$ cat src/hdl/clac_pkg.sv
// clac_pkg: types and constants for the central lock auto-lock controller
// no dependencies; imported by central_lock_autolock_controller
`default_nettype none

package clac_pkg;

  // action codes carried on each result beat
  localparam logic [1:0] ACT_STATUS = 2'd0;
  localparam logic [1:0] ACT_TRUNK  = 2'd1;
  localparam logic [1:0] ACT_LOCK   = 2'd2;
  localparam logic [1:0] ACT_UNLOCK = 2'd3;

  // configuration register indexes
  localparam int unsigned CFG_IDX_W = 2;
  localparam logic [CFG_IDX_W-1:0] REG_THRESHOLD = 2'd0;
  localparam logic [CFG_IDX_W-1:0] REG_DELAY     = 2'd1;

  localparam int unsigned MV_W    = 15;
  localparam int unsigned DELAY_W = 8;

  localparam logic [MV_W-1:0]    THRESHOLD_RESET = 15'd8000;
  localparam logic [DELAY_W-1:0] DELAY_RESET     = 8'd20;

  // fixed result slots of one tick, in emission order
  localparam int unsigned NUM_SLOTS   = 6;
  localparam int unsigned SLOT_IDX_W  = 3;
  localparam logic [SLOT_IDX_W-1:0] SLOT_TRUNK   = 3'd0;
  localparam logic [SLOT_IDX_W-1:0] SLOT_SWITCH  = 3'd1;
  localparam logic [SLOT_IDX_W-1:0] SLOT_RLOCK   = 3'd2;
  localparam logic [SLOT_IDX_W-1:0] SLOT_RUNLOCK = 3'd3;
  localparam logic [SLOT_IDX_W-1:0] SLOT_AUTO    = 3'd4;
  localparam logic [SLOT_IDX_W-1:0] SLOT_STATUS  = 3'd5;

  typedef struct packed {
    logic [1:0] action;
    logic [1:0] beeps;
    logic       indicator;
  } slot_t;

endpackage

`default_nettype wire

$ cat src/hdl/central_lock_autolock_controller.sv
// central_lock_autolock_controller: poll-tick lock controller, top level
// depends on clac_pkg (action codes, slot layout, register indexes)
//
//  channel  | handshake              | payload
//  ---------+------------------------+--------------------------------------------
//  item     | item_valid / item_stall| supply_mv, door_open, brake_pressed,
//           |                        | trunk_button, door_switch, remote_lock,
//           |                        | remote_unlock
//  result   | res_valid / res_stall  | action, beeps, indicator, last
//  config   | cfg_valid / cfg_ready  | cfg_index, cfg_data
//
// an item sits in the input register until the result buffer is free; its whole tick is
// then worked out in one pass and drops into a six-slot result buffer, which drains one
// beat a cycle while res_stall is low
// a tick yields 1 to 6 beats, so the item rate follows the output: one item per cycle
// at best; when the output is busy, a new item waits for the previous tick's last beat
// rst is synchronous: lock state returns to unlocked, registers to their defaults
// stalls on the result side back up into item_stall once the input register is full
`default_nettype none

module central_lock_autolock_controller (
  input  wire                            clk,
  input  wire                            rst,
  // item channel
  input  wire                            item_valid,
  output logic                           item_stall,
  input  wire  [clac_pkg::MV_W-1:0]      supply_mv,
  input  wire                            door_open,
  input  wire                            brake_pressed,
  input  wire                            trunk_button,
  input  wire                            door_switch,
  input  wire                            remote_lock,
  input  wire                            remote_unlock,
  // result channel
  output logic                           res_valid,
  input  wire                            res_stall,
  output logic [1:0]                     action,
  output logic [1:0]                     beeps,
  output logic                           indicator,
  output logic                           last,
  // configuration channel
  input  wire                            cfg_valid,
  output logic                           cfg_ready,
  input  wire  [clac_pkg::CFG_IDX_W-1:0] cfg_index,
  input  wire  [clac_pkg::MV_W-1:0]      cfg_data
);
  import clac_pkg::*;

  // configuration registers
  logic [MV_W-1:0]    threshold;
  logic [DELAY_W-1:0] lock_delay;

  // lock state
  logic               doors_unlocked, doors_unlocked_next;
  logic               driver_present, driver_present_next;
  logic               brake_hold, brake_hold_next;
  logic [DELAY_W-1:0] delay_count, delay_count_next;

  // input register
  logic               pend_valid;
  logic [MV_W-1:0]    pend_supply;
  logic               pend_door, pend_brake, pend_trunk, pend_sw, pend_rlock, pend_runlock;

  // result buffer
  slot_t                slot      [NUM_SLOTS];
  slot_t                slot_next [NUM_SLOTS];
  logic [NUM_SLOTS-1:0] slot_valid;
  logic [NUM_SLOTS-1:0] slot_valid_next;
  logic [NUM_SLOTS-1:0] head_mask;
  logic [SLOT_IDX_W-1:0] head_idx;

  logic item_take, res_take, tick_done, load, engine_on;

  assign cfg_ready = 1'b1;

  always_ff @(posedge clk) begin
    if (rst) begin
      threshold  <= THRESHOLD_RESET;
      lock_delay <= DELAY_RESET;
    end else if (cfg_valid && cfg_ready) begin
      unique case (cfg_index)
        REG_THRESHOLD: threshold  <= cfg_data;
        REG_DELAY:     lock_delay <= cfg_data[DELAY_W-1:0];
        default: ; // writes beyond the register list are dropped
      endcase
    end
  end

  // ---- output side: head slot is the lowest valid one
  assign head_mask = slot_valid & (~slot_valid + 1'b1);

  always_comb begin
    head_idx = SLOT_STATUS;
    for (int i = NUM_SLOTS - 1; i >= 0; i--) begin
      if (head_mask[i]) head_idx = SLOT_IDX_W'(i);
    end
  end

  assign res_valid = |slot_valid;
  assign action    = slot[head_idx].action;
  assign beeps     = slot[head_idx].beeps;
  assign indicator = slot[head_idx].indicator;
  assign last      = ((slot_valid & ~head_mask) == '0);

  assign res_take  = res_valid && !res_stall;
  assign tick_done = res_take && last;

  // a pending tick is evaluated once the buffer is empty or its final beat leaves
  assign load       = pend_valid && (!res_valid || tick_done);
  assign item_stall = pend_valid && !load;
  assign item_take  = item_valid && !item_stall;

  assign engine_on = (pend_supply > threshold);

  // ---- one pass over the tick, in slot order
  always_comb begin
    logic du, dp;
    du = doors_unlocked;
    dp = driver_present;
    brake_hold_next  = brake_hold;
    delay_count_next = delay_count;
    slot_valid_next  = '0;
    for (int i = 0; i < NUM_SLOTS; i++) begin
      slot_next[i] = '{action: ACT_STATUS, beeps: 2'd0, indicator: 1'b0};
    end

    // trunk release only while unlocked
    slot_valid_next[SLOT_TRUNK] = pend_trunk && du;
    slot_next[SLOT_TRUNK] = '{action: ACT_TRUNK, beeps: 2'd0, indicator: du};

    // interior toggle switch
    if (pend_sw) begin
      if (du) begin
        du = 1'b0;
        slot_next[SLOT_SWITCH].action = ACT_LOCK;
      end else begin
        du = 1'b1;
        dp = 1'b0;
        slot_next[SLOT_SWITCH].action = ACT_UNLOCK;
      end
    end
    slot_valid_next[SLOT_SWITCH] = pend_sw;
    slot_next[SLOT_SWITCH].indicator = du;

    // key fob
    if (pend_rlock) du = 1'b0;
    slot_valid_next[SLOT_RLOCK] = pend_rlock;
    slot_next[SLOT_RLOCK] = '{action: ACT_LOCK, beeps: 2'd1, indicator: du};

    if (pend_runlock) du = 1'b1;
    slot_valid_next[SLOT_RUNLOCK] = pend_runlock;
    slot_next[SLOT_RUNLOCK] = '{action: ACT_UNLOCK, beeps: 2'd2, indicator: du};

    // driver-presence logic
    if (engine_on) begin
      if (pend_door) begin
        // doors opened by hand with the engine running
        dp = 1'b0;
        du = 1'b1;
        if (pend_brake) brake_hold_next = 1'b1;
      end else if (!du) begin
        if (pend_brake) brake_hold_next = 1'b1;
      end else begin
        if (!pend_brake) brake_hold_next = 1'b0;
        if (!brake_hold_next && !dp && pend_brake) begin
          if (delay_count < lock_delay) begin
            delay_count_next = delay_count + 1'b1;
          end else begin
            delay_count_next = '0;
            dp = 1'b1;
            du = 1'b0;
            slot_valid_next[SLOT_AUTO] = 1'b1;
            slot_next[SLOT_AUTO].action = ACT_LOCK;
          end
        end
      end
    end else begin
      if (du) dp = 1'b0;
      if (dp) begin
        // engine stopped after an automatic lock
        du = 1'b1;
        slot_valid_next[SLOT_AUTO] = 1'b1;
        slot_next[SLOT_AUTO].action = ACT_UNLOCK;
      end
    end
    slot_next[SLOT_AUTO].indicator = du;

    slot_valid_next[SLOT_STATUS] = 1'b1;
    slot_next[SLOT_STATUS].indicator = du;

    doors_unlocked_next = du;
    driver_present_next = dp;
  end

  // ---- registers
  always_ff @(posedge clk) begin
    if (rst) begin
      pend_valid     <= 1'b0;
      slot_valid     <= '0;
      doors_unlocked <= 1'b1;
      driver_present <= 1'b0;
      brake_hold     <= 1'b0;
      delay_count    <= '0;
    end else begin
      if (item_take)   pend_valid <= 1'b1;
      else if (load)   pend_valid <= 1'b0;

      if (load) begin
        slot_valid     <= slot_valid_next;
        doors_unlocked <= doors_unlocked_next;
        driver_present <= driver_present_next;
        brake_hold     <= brake_hold_next;
        delay_count    <= delay_count_next;
      end else if (res_take) begin
        slot_valid <= slot_valid & ~head_mask;
      end
    end
  end

  always_ff @(posedge clk) begin
    if (item_take) begin
      pend_supply  <= supply_mv;
      pend_door    <= door_open;
      pend_brake   <= brake_pressed;
      pend_trunk   <= trunk_button;
      pend_sw      <= door_switch;
      pend_rlock   <= remote_lock;
      pend_runlock <= remote_unlock;
    end
    if (load) begin
      for (int i = 0; i < NUM_SLOTS; i++) slot[i] <= slot_next[i];
    end
  end

`ifndef ASSERT_OFF
  // the status slot closes every buffered tick
  a_status_present: assert property (@(posedge clk) disable iff (rst)
    res_valid |-> slot_valid[SLOT_STATUS])
    else $error("result buffer holds a tick without its status beat");

  // the final beat is the status beat
  a_last_is_status: assert property (@(posedge clk) disable iff (rst)
    (res_valid && last) |-> (action == ACT_STATUS && beeps == 2'd0))
    else $error("final beat carries a command");

  // final beat reports the lock state left by its tick
  a_last_indicator: assert property (@(posedge clk) disable iff (rst)
    (res_valid && last) |-> (indicator == doors_unlocked))
    else $error("status indicator differs from lock state");

  // with nothing pending, taking the final beat empties the buffer
  a_drain: assert property (@(posedge clk) disable iff (rst)
    (tick_done && !pend_valid) |=> !res_valid)
    else $error("result beats left after final beat");
`endif

endmodule

`default_nettype wire
$ cat config.mk
export PLATFORM = sky130hd
export DESIGN_NAME = central_lock_autolock_controller
export DESIGN_NICKNAME = d
export VERILOG_FILES = /design/src/hdl/clac_pkg.sv /design/src/hdl/central_lock_autolock_controller.sv
export SDC_FILE = /design/constraint.sdc
export NUM_CORES = 1
export LEC_CHECK = 0
export ABC_AREA = 1
export BUFFER_PORTS_ARGS = -buffer_cell sky130_fd_sc_hd__buf_2
export CAP_MARGIN = 20
export CORE_ASPECT_RATIO = 0.8
export CORE_MARGIN = 2
export CORE_UTILIZATION = 47
export CTS_CLUSTER_SIZE = 10
export DETAILED_ROUTE_END_ITERATION = 8
export PLACE_DENSITY = 0.73
export SLEW_MARGIN = 20
export SYNTH_ARGS = -nofsm -noshare
export SYNTH_HDL_FRONTEND = slang
export SYNTH_SLANG_ARGS = --single-unit
export TNS_END_PERCENT = 30
$ cat constraint.sdc
create_clock -name clk -period 2.65 [get_ports clk]
set_input_delay 0.53 -clock clk [delete_from_list [all_inputs] [get_ports clk]]
set_output_delay 0.53 -clock clk [all_outputs]
set_load 0.01 [all_outputs]
======== Yosys cells after proc, flatten, opt, wreduce, memory -nomap -nowiden ========
Memories as Yosys holds them, arrays and structs flattened.
Index checks and enable logic that the tools add are counted.
cells by class
  mux-type cells .......................... 52
  equality and inequality tests ........... 1
  reductions and logical operators ........ 24
  bitwise gates (word level) .............. 5
  order comparisons ....................... 2
  $add $sub $neg .......................... 2
operators by type and width
  cell                 count
  $mux 1               38
  $gt 15x15->1         1
  $mux 2               7
  $and 6x6->6          2
  $mux 3               4
  $mux 6               2
  $not 6->6            2
  $add 8x1->8 const B  1
  $logic_and 1x1->1    8
  $lt 8x8->1           1
  $mux 8               1
  $add 6x1->6 const B  1
  $logic_not 1->1      6
  $logic_not 6->1      1
  $reduce_and 2->1     3
  $reduce_or 6->1      1
  $reduce_and 5->1     1
  $reduce_bool 2->1    2
  $eq 2x1->1 const B   1
  $logic_not 2->1      1
  $logic_or 1x1->1     1
  $not 1->1            1
storage, ports and cells
  bits in registers ....................... 62
  bits of input ports ..................... 43
  output and inout port bits .............. 9
  RAM bits ................................ 30
  memories ................................ 1
  word-level logic and storage cells ...... 102
memory list
  name  depth  width  read ports  clocked after Yosys merged registers in  write ports  line                                    source
  slot  6      5      1           0                                        6            central_lock_autolock_controller.sv:65  slot_t slot [NUM_SLOTS];

======== Depth between registers and ports, before layout ========
Gate-level depths: netlist of run 1.
  word-level depth ........................ 15
  gate-level depth with buffers ........... 16
  depth with buffers taken out ............ 16

======== Worst setup path before layout of run 1 ========
No wires, ideal clock.
  path type ............................... reg-to-reg
  start point ............................. register slot_valid[2]
  end point ............................... register pend_brake (enable)
  buffers on the path ..................... 0
  cell stages (with the launch flop) ...... 9
  data required time ...................... 2274 ps
  setup time .............................. 376 ps
  period minus slack after synthesis ...... 1973 ps
  slack ................................... 677 ps
  arrival time ............................ 1597 ps
  path through ............................ dfxtp_1 > nor2_1 > nand3b_2 > or2_4 > nand2_2 > nor2_1 > inv_1 > nand2_1 > inv_1
between the ends
  elaborated cells between the ends (all ways) .. 16
  those cells by class .................... add/sub: 1; bitwise: 4; reduce/logical: 11
RTL lines
  item                    line                                     source
  start, declared         central_lock_autolock_controller.sv:67   logic [NUM_SLOTS-1:0] slot_valid;
  start signal, assigned  central_lock_autolock_controller.sv:209  slot_valid <= slot_valid_next;
  start signal, assigned  central_lock_autolock_controller.sv:215  slot_valid <= slot_valid & ~head_mask;
  $reduce_or 6->1 *       central_lock_autolock_controller.sv:99   assign res_valid = |slot_valid;
  net res_valid           central_lock_autolock_controller.sv:35   output logic res_valid,
  $logic_and 1x1->1       central_lock_autolock_controller.sv:105  assign res_take = res_valid && !res_stall;
  $logic_and 1x1->1       central_lock_autolock_controller.sv:106  assign tick_done = res_take && last;
  $logic_or 1x1->1 *      central_lock_autolock_controller.sv:109  assign load = pend_valid && (!res_valid || tick_done);
  $logic_and 1x1->1 *     central_lock_autolock_controller.sv:109
  $logic_not 1->1 *       central_lock_autolock_controller.sv:110  assign item_stall = pend_valid && !load;
  $logic_and 1x1->1 *     central_lock_autolock_controller.sv:110
  net item_stall          central_lock_autolock_controller.sv:26   output logic item_stall,
  $logic_not 1->1 *       central_lock_autolock_controller.sv:111  assign item_take = item_valid && !item_stall;
  $logic_and 1x1->1 *     central_lock_autolock_controller.sv:111
  net item_take           central_lock_autolock_controller.sv:72   logic item_take, res_take, tick_done, load, engine_on;
  end signal, assigned    central_lock_autolock_controller.sv:224  pend_brake <= brake_pressed;
  end, declared           central_lock_autolock_controller.sv:62   logic pend_door, pend_brake, pend_trunk, pend_sw, pend_rlock, pend_runlock;
Mark *: on every way through the listed nets, which the timed path passes. The rest lies on a longest branch.
A chain may end at the register's enable or synchronous reset.

======== Worst setup path after layout of run 1 ========
  start point ............................. register slot_valid[2]
  end point ............................... output indicator
between the ends
  word-level cells in the longest chain between the ends .. 9
ends and longest elaborated chain
  item                   line                                    source
  $not 6->6              central_lock_autolock_controller.sv:90  assign head_mask = slot_valid & (~slot_valid + 1'b1);
  $add 6x1->6            central_lock_autolock_controller.sv:90
  $and 6x6->6 *          central_lock_autolock_controller.sv:90
  $mux 1                 central_lock_autolock_controller.sv:95  if (head_mask[i]) head_idx = SLOT_IDX_W'(i);
  $mux 3                 central_lock_autolock_controller.sv:95
  $mux 3 * (3 in a row)  central_lock_autolock_controller.sv:95
  $mem_v2 6x5 *          -
  end, declared          central_lock_autolock_controller.sv:39  output logic indicator,
Mark *: on every way between the ends. The rest lies on a longest branch, timed or not.

==> results of run 1 <==
-- power groups by stage --
stage                     Clock, W  Sequential, W  Combinational, W
after detailed placement         0        0.00132          0.000568
after global routing      0.000899        0.00131          0.000659
after CTS                 0.000847        0.00130          0.000572
final                     0.000832        0.00130          0.000576
after global placement           0        0.00132          0.000550
after floorplan                  0        0.00131          0.000417
-- final cells by class --
cell class	count	area, um^2	area share [%]
clock buffer	10	128	3.15
multi-input combinational	265	1480	36.5
inverter	72	270	6.67
clock inverter	6	61.3	1.51
timing repair buffer	54	280	6.92
sequential	71	1720	42.5
tap	90	113	2.78
-- cells by family (layout without fill, tap and decap cells) --
group | Yosys count | count (layout)
fa+ha+maj | 23 | 23
other cells | 1 | 1
compound gates | 78 | 78
buf+inv | 81 | 142
flops | 71 | 71
simple gates | 163 | 163
-- cells in the mapped netlist, types with 2 or more instances --
| cell | n |
|---|---|
| nand2_1 | 88 |
| inv_1 | 68 |
| dfxtp_1 | 41 |
| a21oi_1 | 36 |
| nor2_1 | 31 |
| edfxtp_1 | 30 |
| ha_1 | 23 |
| o21ai_0 | 23 |
| nand3_1 | 18 |
| o211ai_1 | 8 |
| clkbuf_1 | 7 |
| nor3_1 | 5 |
| o21ai_1 | 5 |
| inv_2 | 4 |
| nand2_2 | 3 |
| nand3b_1 | 3 |
| nor2_2 | 3 |
| and3_1 | 2 |
| nand3_2 | 2 |
| nand4_1 | 2 |
| o211a_1 | 2 |
-- worst paths after layout --
kind | from | end
max | slot_valid[2] | indicator
max reg2reg | pend_supply[14] | delay_count[3]
min reg2reg | threshold[2] | threshold[2]
min | supply_mv[10] | pend_supply[10]
-- routing by layer --
layer  vias up  share of wire [%]  track usage (%)
li1       1477                  -                -
met1      1303                 46             23.7
met5         -                  0                0
met3        10                5.1             5.16
met2        63                 47             28.5
met4         0                2.0             7.12
-- layout by cell type (no fill, tap or decap), types with 3 or more instances in the layout --
cell,n
o21ai_1,5
buf_2,50
inv_2,4
nand2_1,88
edfxtp_1,30
dfxtp_1,41
clkbuf_8,9
nand2_2,3
o211ai_1,8
nand3b_1,3
nor2_1,30
inv_1,68
nor3_1,5
a21oi_1,36
nand3_1,18
buf_4,4
o21ai_0,23
ha_1,23
nor2_2,4
-- what timing repair did --
| action | 4_1_cts | 5_1_grt |
|---|---|---|
| resized for setup | 0 | 1 |
| buffers inserted | 0 | 1 |
| endpoints found under the setup margin | 0 | 1 |
-- sequential cells by signal (all words and copies together) (netlist names), 6 cells and up --
| register | flops |
|---|---|
| delay_count | 8 |
| lock_delay | 8 |
| pend_supply | 15 |
| slot | 9 |
| slot_valid | 6 |
| threshold | 15 |
-- worst max-delay path, stage by stage, from the launching register on --
cell	delay [ns]
dfxtp_1	0.36
nor2_2	0.18
nand2_1	0.11
inv_1	0.12
nand2_1	0.08
nand3_1	0.13
o21ai_0	0.09
o211a_1	0.20
o21ai_0	0.13
buf_2	0.15
-- through the flow --
stage,TNS [ns],hold WS (ns),area [um^2]
floorplan,0,0.435,3510
global placement,0,0.448,3850
CTS,0,0.335,4040
global route,-0.0000151,0.332,4050
detailed placement,0,0.453,3850
finish,0,0.352,4050
==> flow_summary.json, run 1 <==
{
  "critical_path.endpoint_type": "output pin",
  "synth_top_family_by_area": "simple AND/OR/NAND/NOR gates",
  "vdd_drop_max_v": 0.000409,
  "drv_cap": 0,
  "drive_gt1_share_pct": 18.0,
  "first_pass_iters": 4,
  "place.detailed.hpwl_um": 5240,
  "grt_max_degree": 25,
  "ys_seq_area_share_pct": 49.0,
  "die_area_um2": 8180,
  "outcome": "completed",
  "clkTransAtPathRegs_ns": 0.08,
  "cts_tree": "done",
  "avgSynthCellArea_um2": 8.42,
  "hold_depth": 1,
  "cts_buffer_depth": 2,
  "syn_to_final_growth_pct": 15.4,
  "synthCells": 417,
  "fin_nets": 539,
  "synth_nets": 483,
  "grt_pass1_wl_um": 11300,
  "routed_wl_um": 6920,
  "synth_top_area_share_pct": 25.7,
  "max_freq_ghz": 0.411,
  "synth_edf_count": 30,
  "clock_power_share_pct": 30.7,
  "p_sw_w": 0.000810,
  "period_needed_ns": 2.43,
  "r2r_slack_ns": 0.63,
  "synth_adder_area_share_pct": 8.20,
  "final_antenna_net_count": 0,
  "die_y_um": 81.3,
  "diodes": 0,
  "worst_hold_path_type": "in2reg",
  "synth.mux.area_fraction_pct": 0,
  "crit_path_start_kind": "register",
  "combPwrFrac_pct": 21.3,
  "numCtsBuffers": 9,
  "worstPathMaxFanout": 5,
  "netlist_top_cells_area": "edfxtp_1 (26%), dfxtp_1 (23%), nand2_1 (9.4%)",
  "ys_async_sr_fraction_pct": 0,
  "wire_per_inst_um": 12.2,
  "cts_hold_buffers": 0,
  "pwr-share-seq_pct": 48.0,
  "synthXorXnorAreaFrac_pct": 0,
  "htreeDepth": 3,
  "finalPower_w": 0.00271,
  "first_iter_violations": 140,
  "via_per_inst": 5.02,
  "critPathArrivalTime_ns": 1.90,
  "synth_top_area_cell": "edfxtp_1",
  "p_leak_nw": 1.90,
  "cts.sinks": 71,
  "criticalPathCategory": "reg2out",
  "setup_ws_ns": 0.220,
  "grt_pass1_vias": 2496,
  "fin_skew_ns": 0.00894,
  "yosys.area_share.simple_pct": 21.2,
  "initial_core_util_pct": 47.9,
  "io_pins": 52,
  "pre_cts_ws_ns": 0.556,
  "dp_cells": 551,
  "clock_insertion_delay_worst_skew_ns": 0.35,
  "hold_viol_final": 0,
  "synthFlopType": "dfxtp_1",
  "drcViolationCount": 0,
  "antenna_found_initial": 0,
  "ff2ff_path_depth": 12,
  "grt_overflow": 0,
  "p_int_w": 0.00190,
  "maxSlewViolCount": 0,
  "core_um2": 7320,
  "finalSetupViolations": 0,
  "fin_cells": 568,
  "critical_path_required_ns": 2.12,
  "grt_usage_pct": 18.1,
  "ys_ff_latch": 71,
  "port_buffers": 50,
  "vias": 2853,
  "ys_warn_count": 0,
  "rows": 28,
  "root_buffer": "clkbuf_8",
  "final_core_util_pct": 55.3,
  "dieWidth_um": 101,
  "fill_cells": 661,
  "syn_area_um2": 3510,
  "synth_compound_gate_area_share_pct": 12.4,
  "gp_congestion": 0.776,
  "power_density_nw_per_um2": 668,
  "finalCritPeriodShare_pct": 91.7,
  "synth_cell_type_count": 34,
  "switching_share_pct": 29.9
}
(Power assumes the default switching activity.)
==> run 2: changes to the inputs <==
--- a/config.mk
+++ b/config.mk
@@ -7,7 +7,7 @@
 export LEC_CHECK = 0
 export ABC_AREA = 1
 export BUFFER_PORTS_ARGS = -buffer_cell sky130_fd_sc_hd__buf_2
-export CAP_MARGIN = 20
+export CAP_MARGIN = 30
 export CORE_ASPECT_RATIO = 0.8
 export CORE_MARGIN = 2
 export CORE_UTILIZATION = 47
==> constraint.sdc (replaced) <==
create_clock -name clk -period 2.65 [get_ports clk]
set_input_delay 0.1325 -clock clk [delete_from_list [all_inputs] [get_ports clk]]
set_output_delay 0.1325 -clock clk [all_outputs]
set_load 0.01 [all_outputs]
==> flow_summary.json, run 2 (synthesis results as in run 1) <==
{
  "outcome": "completed",
  "drcViolationCount": 0,
  "top_layer_used": "met4",
  "root_buffer": "clkbuf_8",
  "worst_hold_path_type": "in2reg",
  "m1WireLength_um": 3510,
  "grt_usage_pct": 19.8,
  "dp_cells": 550,
  "wl_met3_um": 291,
  "fin_hold_ws_ns": 0.0189,
  "reg2reg_from": "pend_supply[14]",
  "ff2ff_path_depth": 12,
  "cts_resized": 0,
  "antenna_found_initial": 0,
  "power_density_nw_per_um2": 680,
  "fin_nets": 562,
  "die_y_um": 81.3,
  "finalCritPeriodShare_pct": 79.3,
  "multiInputGateArea_um2": 1470,
  "r2r_slack_ns": 0.57,
  "initial_core_util_pct": 47.9,
  "io_pins": 52,
  "hold_depth": 3,
  "core_um2": 7320,
  "cts_buffer_depth": 2,
  "grt_pass1_wl_um": 12600,
  "wire_per_inst_um": 12.5,
  "setup_tns_ns": 0,
  "hold_end": "threshold[10]",
  "cp-startpoint": "slot_valid[2]",
  "worstMarginPinSlew_ns": 0.861,
  "final_antenna_net_count": 0,
  "cts_tree": "done",
  "maxSlewViolCount": 0,
  "rows": 28,
  "r2r_end": "delay_count[3]",
  "seq_area_um2": 1720,
  "mostFrequentLayoutCell": "nand2_1",
  "critical_path_required_ns": 2.52,
  "pre_cts_ws_ns": 0.603,
  "worstPathMaxFanout": 5,
  "cts_setup_buffers": 0,
  "grt_pass1_vias": 2816,
  "hold_viol_final": 0,
  "vdd_drop_max_v": 0.000445,
  "htreeDepth": 3,
  "final_cell_mix": "nand2_1 (88), inv_1 (68), buf_2 (50)",
  "numCtsBuffers": 9,
  "via_per_inst": 4.95,
  "fin_cells": 591,
  "setup_ws_ns": 0.550,
  "gp_congestion": 0.806,
  "fin_skew_ns": 0.00717,
  "port_buffers": 50,
  "clkTransAtPathRegs_ns": 0.07,
  "routed_wl_um": 7400,
  "finalPower_w": 0.00295,
  "finalSetupViolations": 0,
  "worstHoldStart": "cfg_data[10]",
  "first_iter_violations": 117,
  "die_area_um2": 8180,
  "syn_to_final_growth_pct": 23.6,
  "grt_max_degree": 30,
  "rsz0062_at_grt": "no",
  "cts_hold_buffers": 25,
  "first_pass_iters": 4,
  "period_needed_ns": 2.10,
  "clock_insertion_delay_worst_skew_ns": 0.35,
  "crit_path_start_kind": "register",
  "criticalPathCategory": "reg2out",
  "max-slew-margin-rel_pct": 42.5,
  "p_leak_nw": 2.02,
  "top_regs": "pend_supply: 15 flops, threshold: 15 flops, slot: 9 flops",
  "critical_path.endpoint_type": "output pin",
  "diodes": 0,
  "fill_cells": 626,
  "critPathArrivalTime_ns": 1.97,
  "dieWidth_um": 101,
  "max_freq_ghz": 0.476,
  "wl_met2_um": 3490,
  "place.detailed.hpwl_um": 5390,
  "drv_cap": 0,
  "vias": 2923,
  "drive_gt1_share_pct": 17.0,
  "grt_overflow": 0,
  "cts.sinks": 71
}
-- run 2: metrics by stage --
stage,instance area (um^2),util [%]
after floorplan,3510,-
after global placement,3840,52.5
after detailed placement,3840,52.5
after CTS,4340,59.3
after global routing,4340,59.3
final,4340,59.3
-- run 2: layout make-up --
cell class	instances	area share (%)
Inverter	72	6.23
Clock inverter	5	2.42
Multi-Input combinational cell	265	34.0
Timing Repair Buffer	77	11.9
Clock buffer	11	3.26
Sequential cell	71	39.7
Tap cell	90	2.59
-- run 2: how the worst max path moves through the flow --
| stage | endpoint | slack, ns | depth (start not counted) |
|---|---|---|---|
| finish | indicator | 0.55 | 9 |
| global route | delay_count[7] | 0.31 | 13 |
| CTS | indicator | 0.54 | 9 |
| detailed placement | delay_count[3] | 0.60 | 12 |
| global placement | delay_count[3] | 0.69 | 14 |
| floorplan | pend_brake | 0.68 | 8 |
-- run 2: worst max-delay path, cell delays in order, from the launching register on --
cell     delay, ns
dfxtp_1       0.35
nor2_1        0.23
nand2_1       0.14
inv_1         0.12
nand2_1       0.07
nand3_1       0.13
o21ai_0       0.10
o211a_1       0.20
o21ai_0       0.12
buf_2         0.15
-- run 2: report_power, final --
group          internal [W]  switching, W  total, W
Clock              0.000651      0.000397   0.00105
Sequential          0.00125     0.0000540   0.00130
Combinational      0.000237      0.000365  0.000602
-- run 2: layer usage --
metal | vias to the layer above | track usage (%)
met4 | 0 | 5.07
met3 | 12 | 6.37
li1 | 1517 | -
met2 | 63 | 32.5
met1 | 1331 | 25.4
met5 | - | 0
